`src/hw/rtl/rpn_pkg.sv`:
```
// ----------------------------------------------------------------------------
// rpn_pkg
// Shared constants and types for the relative path normalizer.
// ----------------------------------------------------------------------------
package rpn_pkg;

  // path characters
  localparam logic [7:0] CH_SLASH  = 8'h2F;
  localparam logic [7:0] CH_BSLASH = 8'h5C;
  localparam logic [7:0] CH_DOT    = 8'h2E;
  localparam logic [7:0] CH_NUL    = 8'h00;

  // verdict codes
  localparam logic [2:0] ST_OK       = 3'd0;
  localparam logic [2:0] ST_EMPTY    = 3'd1;
  localparam logic [2:0] ST_ABSOLUTE = 3'd2;
  localparam logic [2:0] ST_BADCHAR  = 3'd3;
  localparam logic [2:0] ST_EMPTYSEG = 3'd4;
  localparam logic [2:0] ST_DOTDOT   = 3'd5;
  localparam logic [2:0] ST_HIDDEN   = 3'd6;

  // results caused by one item, handed from the core to the emitter
  typedef struct packed {
    logic       load;       // core hands over an item this cycle
    logic       emit_sep;   // a joining slash comes first
    logic       emit_ch;    // the path byte itself
    logic [7:0] ch;
    logic       emit_ver;   // verdict closes the path
    logic [2:0] status;
  } group_t;

endpackage

```
`src/hw/rtl/rpn_core.sv`:
```
// ----------------------------------------------------------------------------
// rpn_core
// Input register and per-path segment tracker; works out the results of one
// item in a single pass.
// ----------------------------------------------------------------------------
module rpn_core (
  input  logic          clk,
  input  logic          rst,
  input  logic          s_tvalid,
  output logic          s_tready,
  input  logic [7:0]    s_tdata,
  input  logic          s_tuser,
  input  logic          s_tlast,
  input  logic          grp_free,
  output rpn_pkg::group_t grp
);

  localparam logic [2:0] PH_START  = 3'd0;
  localparam logic [2:0] PH_DOT    = 3'd1;
  localparam logic [2:0] PH_DOTDOT = 3'd2;
  localparam logic [2:0] PH_BODY   = 3'd3;
  localparam logic [2:0] PH_SKIP   = 3'd4;

  // input register
  logic       in_valid;
  logic [7:0] in_ch;
  logic       in_has;
  logic       in_last;

  // path state
  logic       seen_any, seen_any_next;
  logic       abs_flag, abs_flag_next;
  logic       bad_flag, bad_flag_next;
  logic [2:0] seg_err, seg_err_next;
  logic [2:0] phase, phase_next;
  logic       emitted, emitted_next;

  logic       advance;
  logic       emit_sep;
  logic       emit_ch;
  logic       is_slash;
  logic       is_dot;
  logic [2:0] note_code;
  logic       note;
  logic [2:0] verdict;

  assign advance  = in_valid && grp_free;
  assign s_tready = !in_valid || grp_free;
  assign is_slash = (in_ch == rpn_pkg::CH_SLASH);
  assign is_dot   = (in_ch == rpn_pkg::CH_DOT);

  // input register load
  always_ff @(posedge clk) begin
    if (rst) begin
      in_valid <= 1'b0;
    end else if (s_tready) begin
      in_valid <= s_tvalid;
    end
  end

  always_ff @(posedge clk) begin
    if (s_tvalid && s_tready) begin
      in_ch   <= s_tdata;
      in_has  <= s_tuser;
      in_last <= s_tlast;
    end
  end

  // segment phase and error tracking
  always_comb begin
    seen_any_next = seen_any;
    abs_flag_next = abs_flag;
    bad_flag_next = bad_flag;
    phase_next    = phase;
    emitted_next  = emitted;
    emit_sep      = 1'b0;
    emit_ch       = 1'b0;
    note          = 1'b0;
    note_code     = rpn_pkg::ST_OK;

    if (in_has) begin
      if (!seen_any && (is_slash || in_ch == rpn_pkg::CH_BSLASH)) begin
        abs_flag_next = 1'b1;
      end
      seen_any_next = 1'b1;
      if (in_ch == rpn_pkg::CH_BSLASH || in_ch == rpn_pkg::CH_NUL) begin
        bad_flag_next = 1'b1;
      end
      unique case (phase)
        PH_START: begin
          if (is_slash) begin
            note      = 1'b1;
            note_code = rpn_pkg::ST_EMPTYSEG;
          end else if (is_dot) begin
            phase_next = PH_DOT;
          end else begin
            emit_sep     = emitted;
            emit_ch      = 1'b1;
            emitted_next = 1'b1;
            phase_next   = PH_BODY;
          end
        end
        PH_DOT: begin
          if (is_slash) begin
            phase_next = PH_START;
          end else if (is_dot) begin
            phase_next = PH_DOTDOT;
          end else begin
            note       = 1'b1;
            note_code  = rpn_pkg::ST_HIDDEN;
            phase_next = PH_SKIP;
          end
        end
        PH_DOTDOT: begin
          note = 1'b1;
          if (is_slash) begin
            note_code  = rpn_pkg::ST_DOTDOT;
            phase_next = PH_START;
          end else begin
            note_code  = rpn_pkg::ST_HIDDEN;
            phase_next = PH_SKIP;
          end
        end
        PH_BODY: begin
          if (is_slash) begin
            phase_next = PH_START;
          end else begin
            emit_ch = 1'b1;
          end
        end
        default: begin
          if (is_slash) begin
            phase_next = PH_START;
          end
        end
      endcase
    end

    // path ending on a bare ".." segment
    if (in_last && phase_next == PH_DOTDOT) begin
      note      = 1'b1;
      note_code = rpn_pkg::ST_DOTDOT;
    end

    seg_err_next = (note && seg_err == rpn_pkg::ST_OK) ? note_code : seg_err;
  end

  // verdict by priority
  always_comb begin
    priority if (!seen_any_next) begin
      verdict = rpn_pkg::ST_EMPTY;
    end else if (abs_flag_next) begin
      verdict = rpn_pkg::ST_ABSOLUTE;
    end else if (bad_flag_next) begin
      verdict = rpn_pkg::ST_BADCHAR;
    end else if (seg_err_next != rpn_pkg::ST_OK) begin
      verdict = seg_err_next;
    end else if (!emitted_next) begin
      verdict = rpn_pkg::ST_EMPTY;
    end else begin
      verdict = rpn_pkg::ST_OK;
    end
  end

  // results handed to the emitter, bytes suppressed once an error is known
  always_comb begin
    grp.load     = advance;
    grp.emit_ch  = emit_ch && !(abs_flag_next || bad_flag_next ||
                                seg_err_next != rpn_pkg::ST_OK);
    grp.emit_sep = emit_sep && grp.emit_ch;
    grp.ch       = in_ch;
    grp.emit_ver = in_last;
    grp.status   = verdict;
  end

  // state update, back to reset after the final item of a path
  always_ff @(posedge clk) begin
    if (rst) begin
      seen_any <= 1'b0;
      abs_flag <= 1'b0;
      bad_flag <= 1'b0;
      seg_err  <= rpn_pkg::ST_OK;
      phase    <= PH_START;
      emitted  <= 1'b0;
    end else if (advance) begin
      if (in_last) begin
        seen_any <= 1'b0;
        abs_flag <= 1'b0;
        bad_flag <= 1'b0;
        seg_err  <= rpn_pkg::ST_OK;
        phase    <= PH_START;
        emitted  <= 1'b0;
      end else begin
        seen_any <= seen_any_next;
        abs_flag <= abs_flag_next;
        bad_flag <= bad_flag_next;
        seg_err  <= seg_err_next;
        phase    <= phase_next;
        emitted  <= emitted_next;
      end
    end
  end

endmodule

```
`src/hw/rtl/rpn_emit.sv`:
```
// ----------------------------------------------------------------------------
// rpn_emit
// Result register: holds the up to three results of one item and sends
// them out one per cycle while m_tready is high.
// ----------------------------------------------------------------------------
module rpn_emit (
  input  logic            clk,
  input  logic            rst,
  input  rpn_pkg::group_t grp,
  output logic            grp_free,
  output logic            m_tvalid,
  input  logic            m_tready,
  output logic [15:0]     m_tdata,
  output logic            m_tuser,
  output logic            m_tlast
);

  logic       sep_pend, sep_pend_next;
  logic       ch_pend, ch_pend_next;
  logic       ver_pend, ver_pend_next;
  logic [7:0] ch;
  logic [2:0] status;
  logic       take;
  logic       one_left;
  logic [7:0] cur_byte;
  logic [2:0] cur_status;

  assign m_tvalid = sep_pend || ch_pend || ver_pend;
  assign take     = m_tvalid && m_tready;
  assign one_left = (sep_pend ^ ch_pend ^ ver_pend) &&
                    !(sep_pend && ch_pend && ver_pend);
  assign grp_free = !m_tvalid || (one_left && m_tready);

  // next pending set: drop the front result, or take a new group
  always_comb begin
    sep_pend_next = sep_pend;
    ch_pend_next  = ch_pend;
    ver_pend_next = ver_pend;
    if (take) begin
      priority if (sep_pend) begin
        sep_pend_next = 1'b0;
      end else if (ch_pend) begin
        ch_pend_next = 1'b0;
      end else begin
        ver_pend_next = 1'b0;
      end
    end
    if (grp.load) begin
      sep_pend_next = grp.emit_sep;
      ch_pend_next  = grp.emit_ch;
      ver_pend_next = grp.emit_ver;
    end
  end

  always_ff @(posedge clk) begin
    if (rst) begin
      sep_pend <= 1'b0;
      ch_pend  <= 1'b0;
      ver_pend <= 1'b0;
    end else begin
      sep_pend <= sep_pend_next;
      ch_pend  <= ch_pend_next;
      ver_pend <= ver_pend_next;
    end
  end

  always_ff @(posedge clk) begin
    if (grp.load) begin
      ch     <= grp.ch;
      status <= grp.status;
    end
  end

  // front result selection
  always_comb begin
    priority if (sep_pend) begin
      cur_byte   = rpn_pkg::CH_SLASH;
      cur_status = rpn_pkg::ST_OK;
      m_tuser    = 1'b0;
      m_tlast    = !ch_pend && !ver_pend;
    end else if (ch_pend) begin
      cur_byte   = ch;
      cur_status = rpn_pkg::ST_OK;
      m_tuser    = 1'b0;
      m_tlast    = !ver_pend;
    end else begin
      cur_byte   = 8'h00;
      cur_status = status;
      m_tuser    = 1'b1;
      m_tlast    = 1'b1;
    end
  end

  assign m_tdata = {5'b0, cur_status, cur_byte};

endmodule

```
`src/hw/rtl/relative_path_normalizer.sv`:
```
// ----------------------------------------------------------------------------
// relative_path_normalizer
// Streams a relative path byte by byte, drops "." segments, joins kept
// segments with one slash and closes each path with a verdict.
// ----------------------------------------------------------------------------
//  channel | direction | tdata                      | tuser      | tlast
//  s_      | in        | [7:0] ch                   | has_char   | last
//  m_      | out       | [7:0] out_byte, [10:8] st  | is_verdict | last_of_run
//
// an item passes through the input register, then the result register;
// items with a single result go through at one per cycle while m_tready
// is high; an item that causes a joining slash, or a byte plus verdict,
// holds the result register until its results are out, and input waits
// rst clears the input register, the path state and all pending results
// either side may stall at any time; results are never lost or repeated
// ----------------------------------------------------------------------------
module relative_path_normalizer (
  input  logic        clk,
  input  logic        rst,
  input  logic        s_tvalid,
  output logic        s_tready,
  input  logic [7:0]  s_tdata,  // [7:0] ch
  input  logic        s_tuser,  // [0] has_char
  input  logic        s_tlast,
  output logic        m_tvalid,
  input  logic        m_tready,
  output logic [15:0] m_tdata,  // [7:0] out_byte, [10:8] status, [15:11] zero
  output logic        m_tuser,  // [0] is_verdict
  output logic        m_tlast
);

  rpn_pkg::group_t grp;
  logic            grp_free;

  // segment tracker and result generation
  rpn_core u_core (
    .clk      (clk),
    .rst      (rst),
    .s_tvalid (s_tvalid),
    .s_tready (s_tready),
    .s_tdata  (s_tdata),
    .s_tuser  (s_tuser),
    .s_tlast  (s_tlast),
    .grp_free (grp_free),
    .grp      (grp)
  );

  // result register and serializer
  rpn_emit u_emit (
    .clk      (clk),
    .rst      (rst),
    .grp      (grp),
    .grp_free (grp_free),
    .m_tvalid (m_tvalid),
    .m_tready (m_tready),
    .m_tdata  (m_tdata),
    .m_tuser  (m_tuser),
    .m_tlast  (m_tlast)
  );

endmodule

```
`config.mk`:
```
export PLATFORM = sky130hd
export DESIGN_NAME = relative_path_normalizer
export DESIGN_NICKNAME = d
export VERILOG_FILES = /design/src/hw/rtl/rpn_pkg.sv /design/src/hw/rtl/rpn_core.sv /design/src/hw/rtl/rpn_emit.sv /design/src/hw/rtl/relative_path_normalizer.sv
export SDC_FILE = /design/constraint.sdc
export NUM_CORES = 1
export LEC_CHECK = 0
export ABC_CLOCK_PERIOD_IN_PS = 2200
export BUFFER_PORTS_ARGS = -buffer_cell sky130_fd_sc_hd__clkbuf_2
export CORE_MARGIN = 2
export CORE_UTILIZATION = 45
export DETAILED_ROUTE_END_ITERATION = 10
export GPL_TIMING_DRIVEN = 0
export PLACE_DENSITY_LB_ADDON = 0.25
export RECOVER_POWER = 100
export SYNTH_ARGS = -nofsm -noshare
export SYNTH_HDL_FRONTEND = slang
export SYNTH_HIERARCHICAL = 1
export SYNTH_SLANG_ARGS = --single-unit
```
`constraint.sdc`:
```
create_clock -name clk -period 2.2 [get_ports clk]
set_input_delay 0.11 -clock clk [delete_from_list [all_inputs] [get_ports clk]]
set_output_delay 0.11 -clock clk [all_outputs]
set_load 0.02 [all_outputs]
```
==> metrics <==
status=finished clean; skew final=0.006516 ns; TritonCTS Buffers=5; largest net degree at the start of global routing=18; initial antenna violation count=0; CTS tree=done; die height=68.80 um; IO Count=34; vias in the first global route=1441; drt wl/cell=14.24 um; CP Class=reg -> reg; Max Cap Viol=0; vias=1579; worst hold path class=in -> reg; post-route ant nets=0; clk root buf=clkbuf_8; startpoint types=flop; Top Layer Used=met4; Pre-Repair DR Iteration Count=4; Filler cells=349; Peak VDD IR=0.0004677 V; Avg Vias per Cell=5.408; Worst Hold Path Cells=3; fin crit period=2.151 ns; max-slew violations=0; Async SR Flop Fraction=0%; multi-input logic area=912.1 um2; first-pass GRT wire length=6430 um; mapped cell area=1889 um2; CP Max Fanout=7; synth cell count leaders=edfxtp_1, nor2_1, nand2_1, dfxtp_1, a21oi_1; DIE AREA=4733 um2; Metal-1 WL=1800 um; RD Place Congestion=0.8423; post-synthesis sequential area ratio=48.21%; share of cells above drive strength 1=30.58%; Top FF cell, synth=edfxtp_1; Core Area=4029 um2; worst-case reg-to-reg path depth=6; Sink Count=35; cell taking the most area after synthesis=edfxtp_1; gate count after technology mapping=184; n_diodes=0; fmax=465.0 MHz; WL met3=211 um; Nets=257; most frequent cell after synthesis=edfxtp_1; pwr/cell area=614.7 nW/um2; die width=68.80 um; RSZ-0062 raised after global routing=yes; met2 routed WL=2065 um; clk buf depth=2; DR iter-0 viols=82; CP Data Required Time=2.24 ns; P_leak=0.9537 nW; crit share post-route=97.76%; synth unique cells=58; synth top area cells=edfxtp_1, dfxtp_1, a21oi_1, nor2_1, nand2_1; Tot GR Track Use=19.01%; placed insts=266; row count=23; fin util=60.56%; DRC=0; Final Hold Fails=0; register bit count reported by yosys=35; FF/Latch Area=912.1 um2; Final TNS setup=0 ns; Pwr Total=1.500 mW; Avg Synthesized Cell Area=10.27 um2; # port buffers=28; Yosys warning count=6; htree depth=2; drt total wl=4159 um; final setup vio count=0; synth-to-layout area growth=29.14%; worst hold margin=0.05475 ns; Non-Filler Instances=292; crit path DAT=2.19 ns; number of flops mapped to enable cells by yosys=21; area share of the largest cell type after synthesis=33.38%; CTS clk-pin slew, worst paths=0.07 ns; Skew-Pair Late Insertion Delay=0.29 ns; Worst slew margin=66.03%; critical path capture point type=flop; Detail Placement HPWL=2833 um; Slew @ Worst Pin=0.5024 ns; GR Overflow Total=0; initial core utilization=46.89%
==> path summary, 6_finish.rpt <==
kind | end | slack (ns) | start
min | u_core/in_valid | 0.05 | s_tvalid
max | u_emit/status[0] | 0.05 | u_core/in_has
min reg2reg | u_core/bad_flag | 0.49 | u_core/bad_flag
max reg2reg | u_emit/status[0] | 0.05 | u_core/in_has
==> power breakdown <==
group / internal [mW] / switching [mW] / leakage [nW]
Sequential: 0.734 / 0.0253 / 0.315
Clock: 0.220 / 0.240 / 0.0402
Combinational: 0.128 / 0.153 / 0.599
==> layout by cell type (no fill, tap or decap), drive strengths merged, types with 5 or more instances in the layout <==
master,count
clkbuf,37
edfxtp,21
buf,18
nor2,17
nand2,15
dfxtp,14
a21oi,12
inv,11
dlygate4sd3,10
o21ai,9
nor3,5
conb,5
==> sequential cells by signal (all words and copies together) (netlist names), 3 cells and up <==
name,cells
u_emit/ch,8
u_core/phase,3
u_emit/status,3
u_core/in_ch,8
u_core/seg_err,3
==> metrics by stage <==
step | area (um2) | worst slack, ns
3_3_place_gp | 2111 | -0.3904
4_1_cts | 2345 | -0.04014
5_1_grt | 2440 | -0.07508
6_report | 2440 | 0.04929
2_1_floorplan | 1908 | 0.04437
3_5_place_dp | 2111 | -0.4159
==> timing repair <==
action                                  4_1_cts  5_1_grt
gates cloned                                  0        0
setup buffers                                 2        6
pin swaps                                     1        5
gates resized for setup                       8       12
endpoints found under the setup margin       29       14
hold buffers                                 10        0
hold endpoints to repair                     10        0
==> critical path: stages, from the launching register on <==
cell and delay [ns]:
edfxtp_1 0.45, or3b_1 0.38, a2bb2oi_1 0.27, nor2_4 0.10, o311ai_4 0.31, nor4_1 0.08, o32a_1 0.30
==> logic make-up after synthesis <==
logic type	after synthesis	share of synthesized area, %
other	1	0.1985
multiplexers	1	0.5298
AO/OA/AOI/OAI	47	19.80
flip-flops	35	48.21
buffers and inverters	25	7.417
adder cells (fa/ha/maj)	2	1.324
AND/OR/NAND/NOR	73	22.52
==> area by class of cell <==
cell class              count  share of cell area, %
repair buffers             46                  12.15
well taps                  50                  2.564
plain buffers              14                  5.179
flip-flops and latches     35                  37.38
inverters                  11                  1.692
clock inverters             3                 0.8205
clock buffers               5                  2.821
multi-input cells         128                  37.38
==> per-layer routing <==
layer,GRT usage [%],vias up
li1,-,793
met1,23.27,734
met2,31.61,44
met3,5.032,8
met4,8.088,0
met5,0,-
Note: power is estimated with default switching activity, not from simulation.
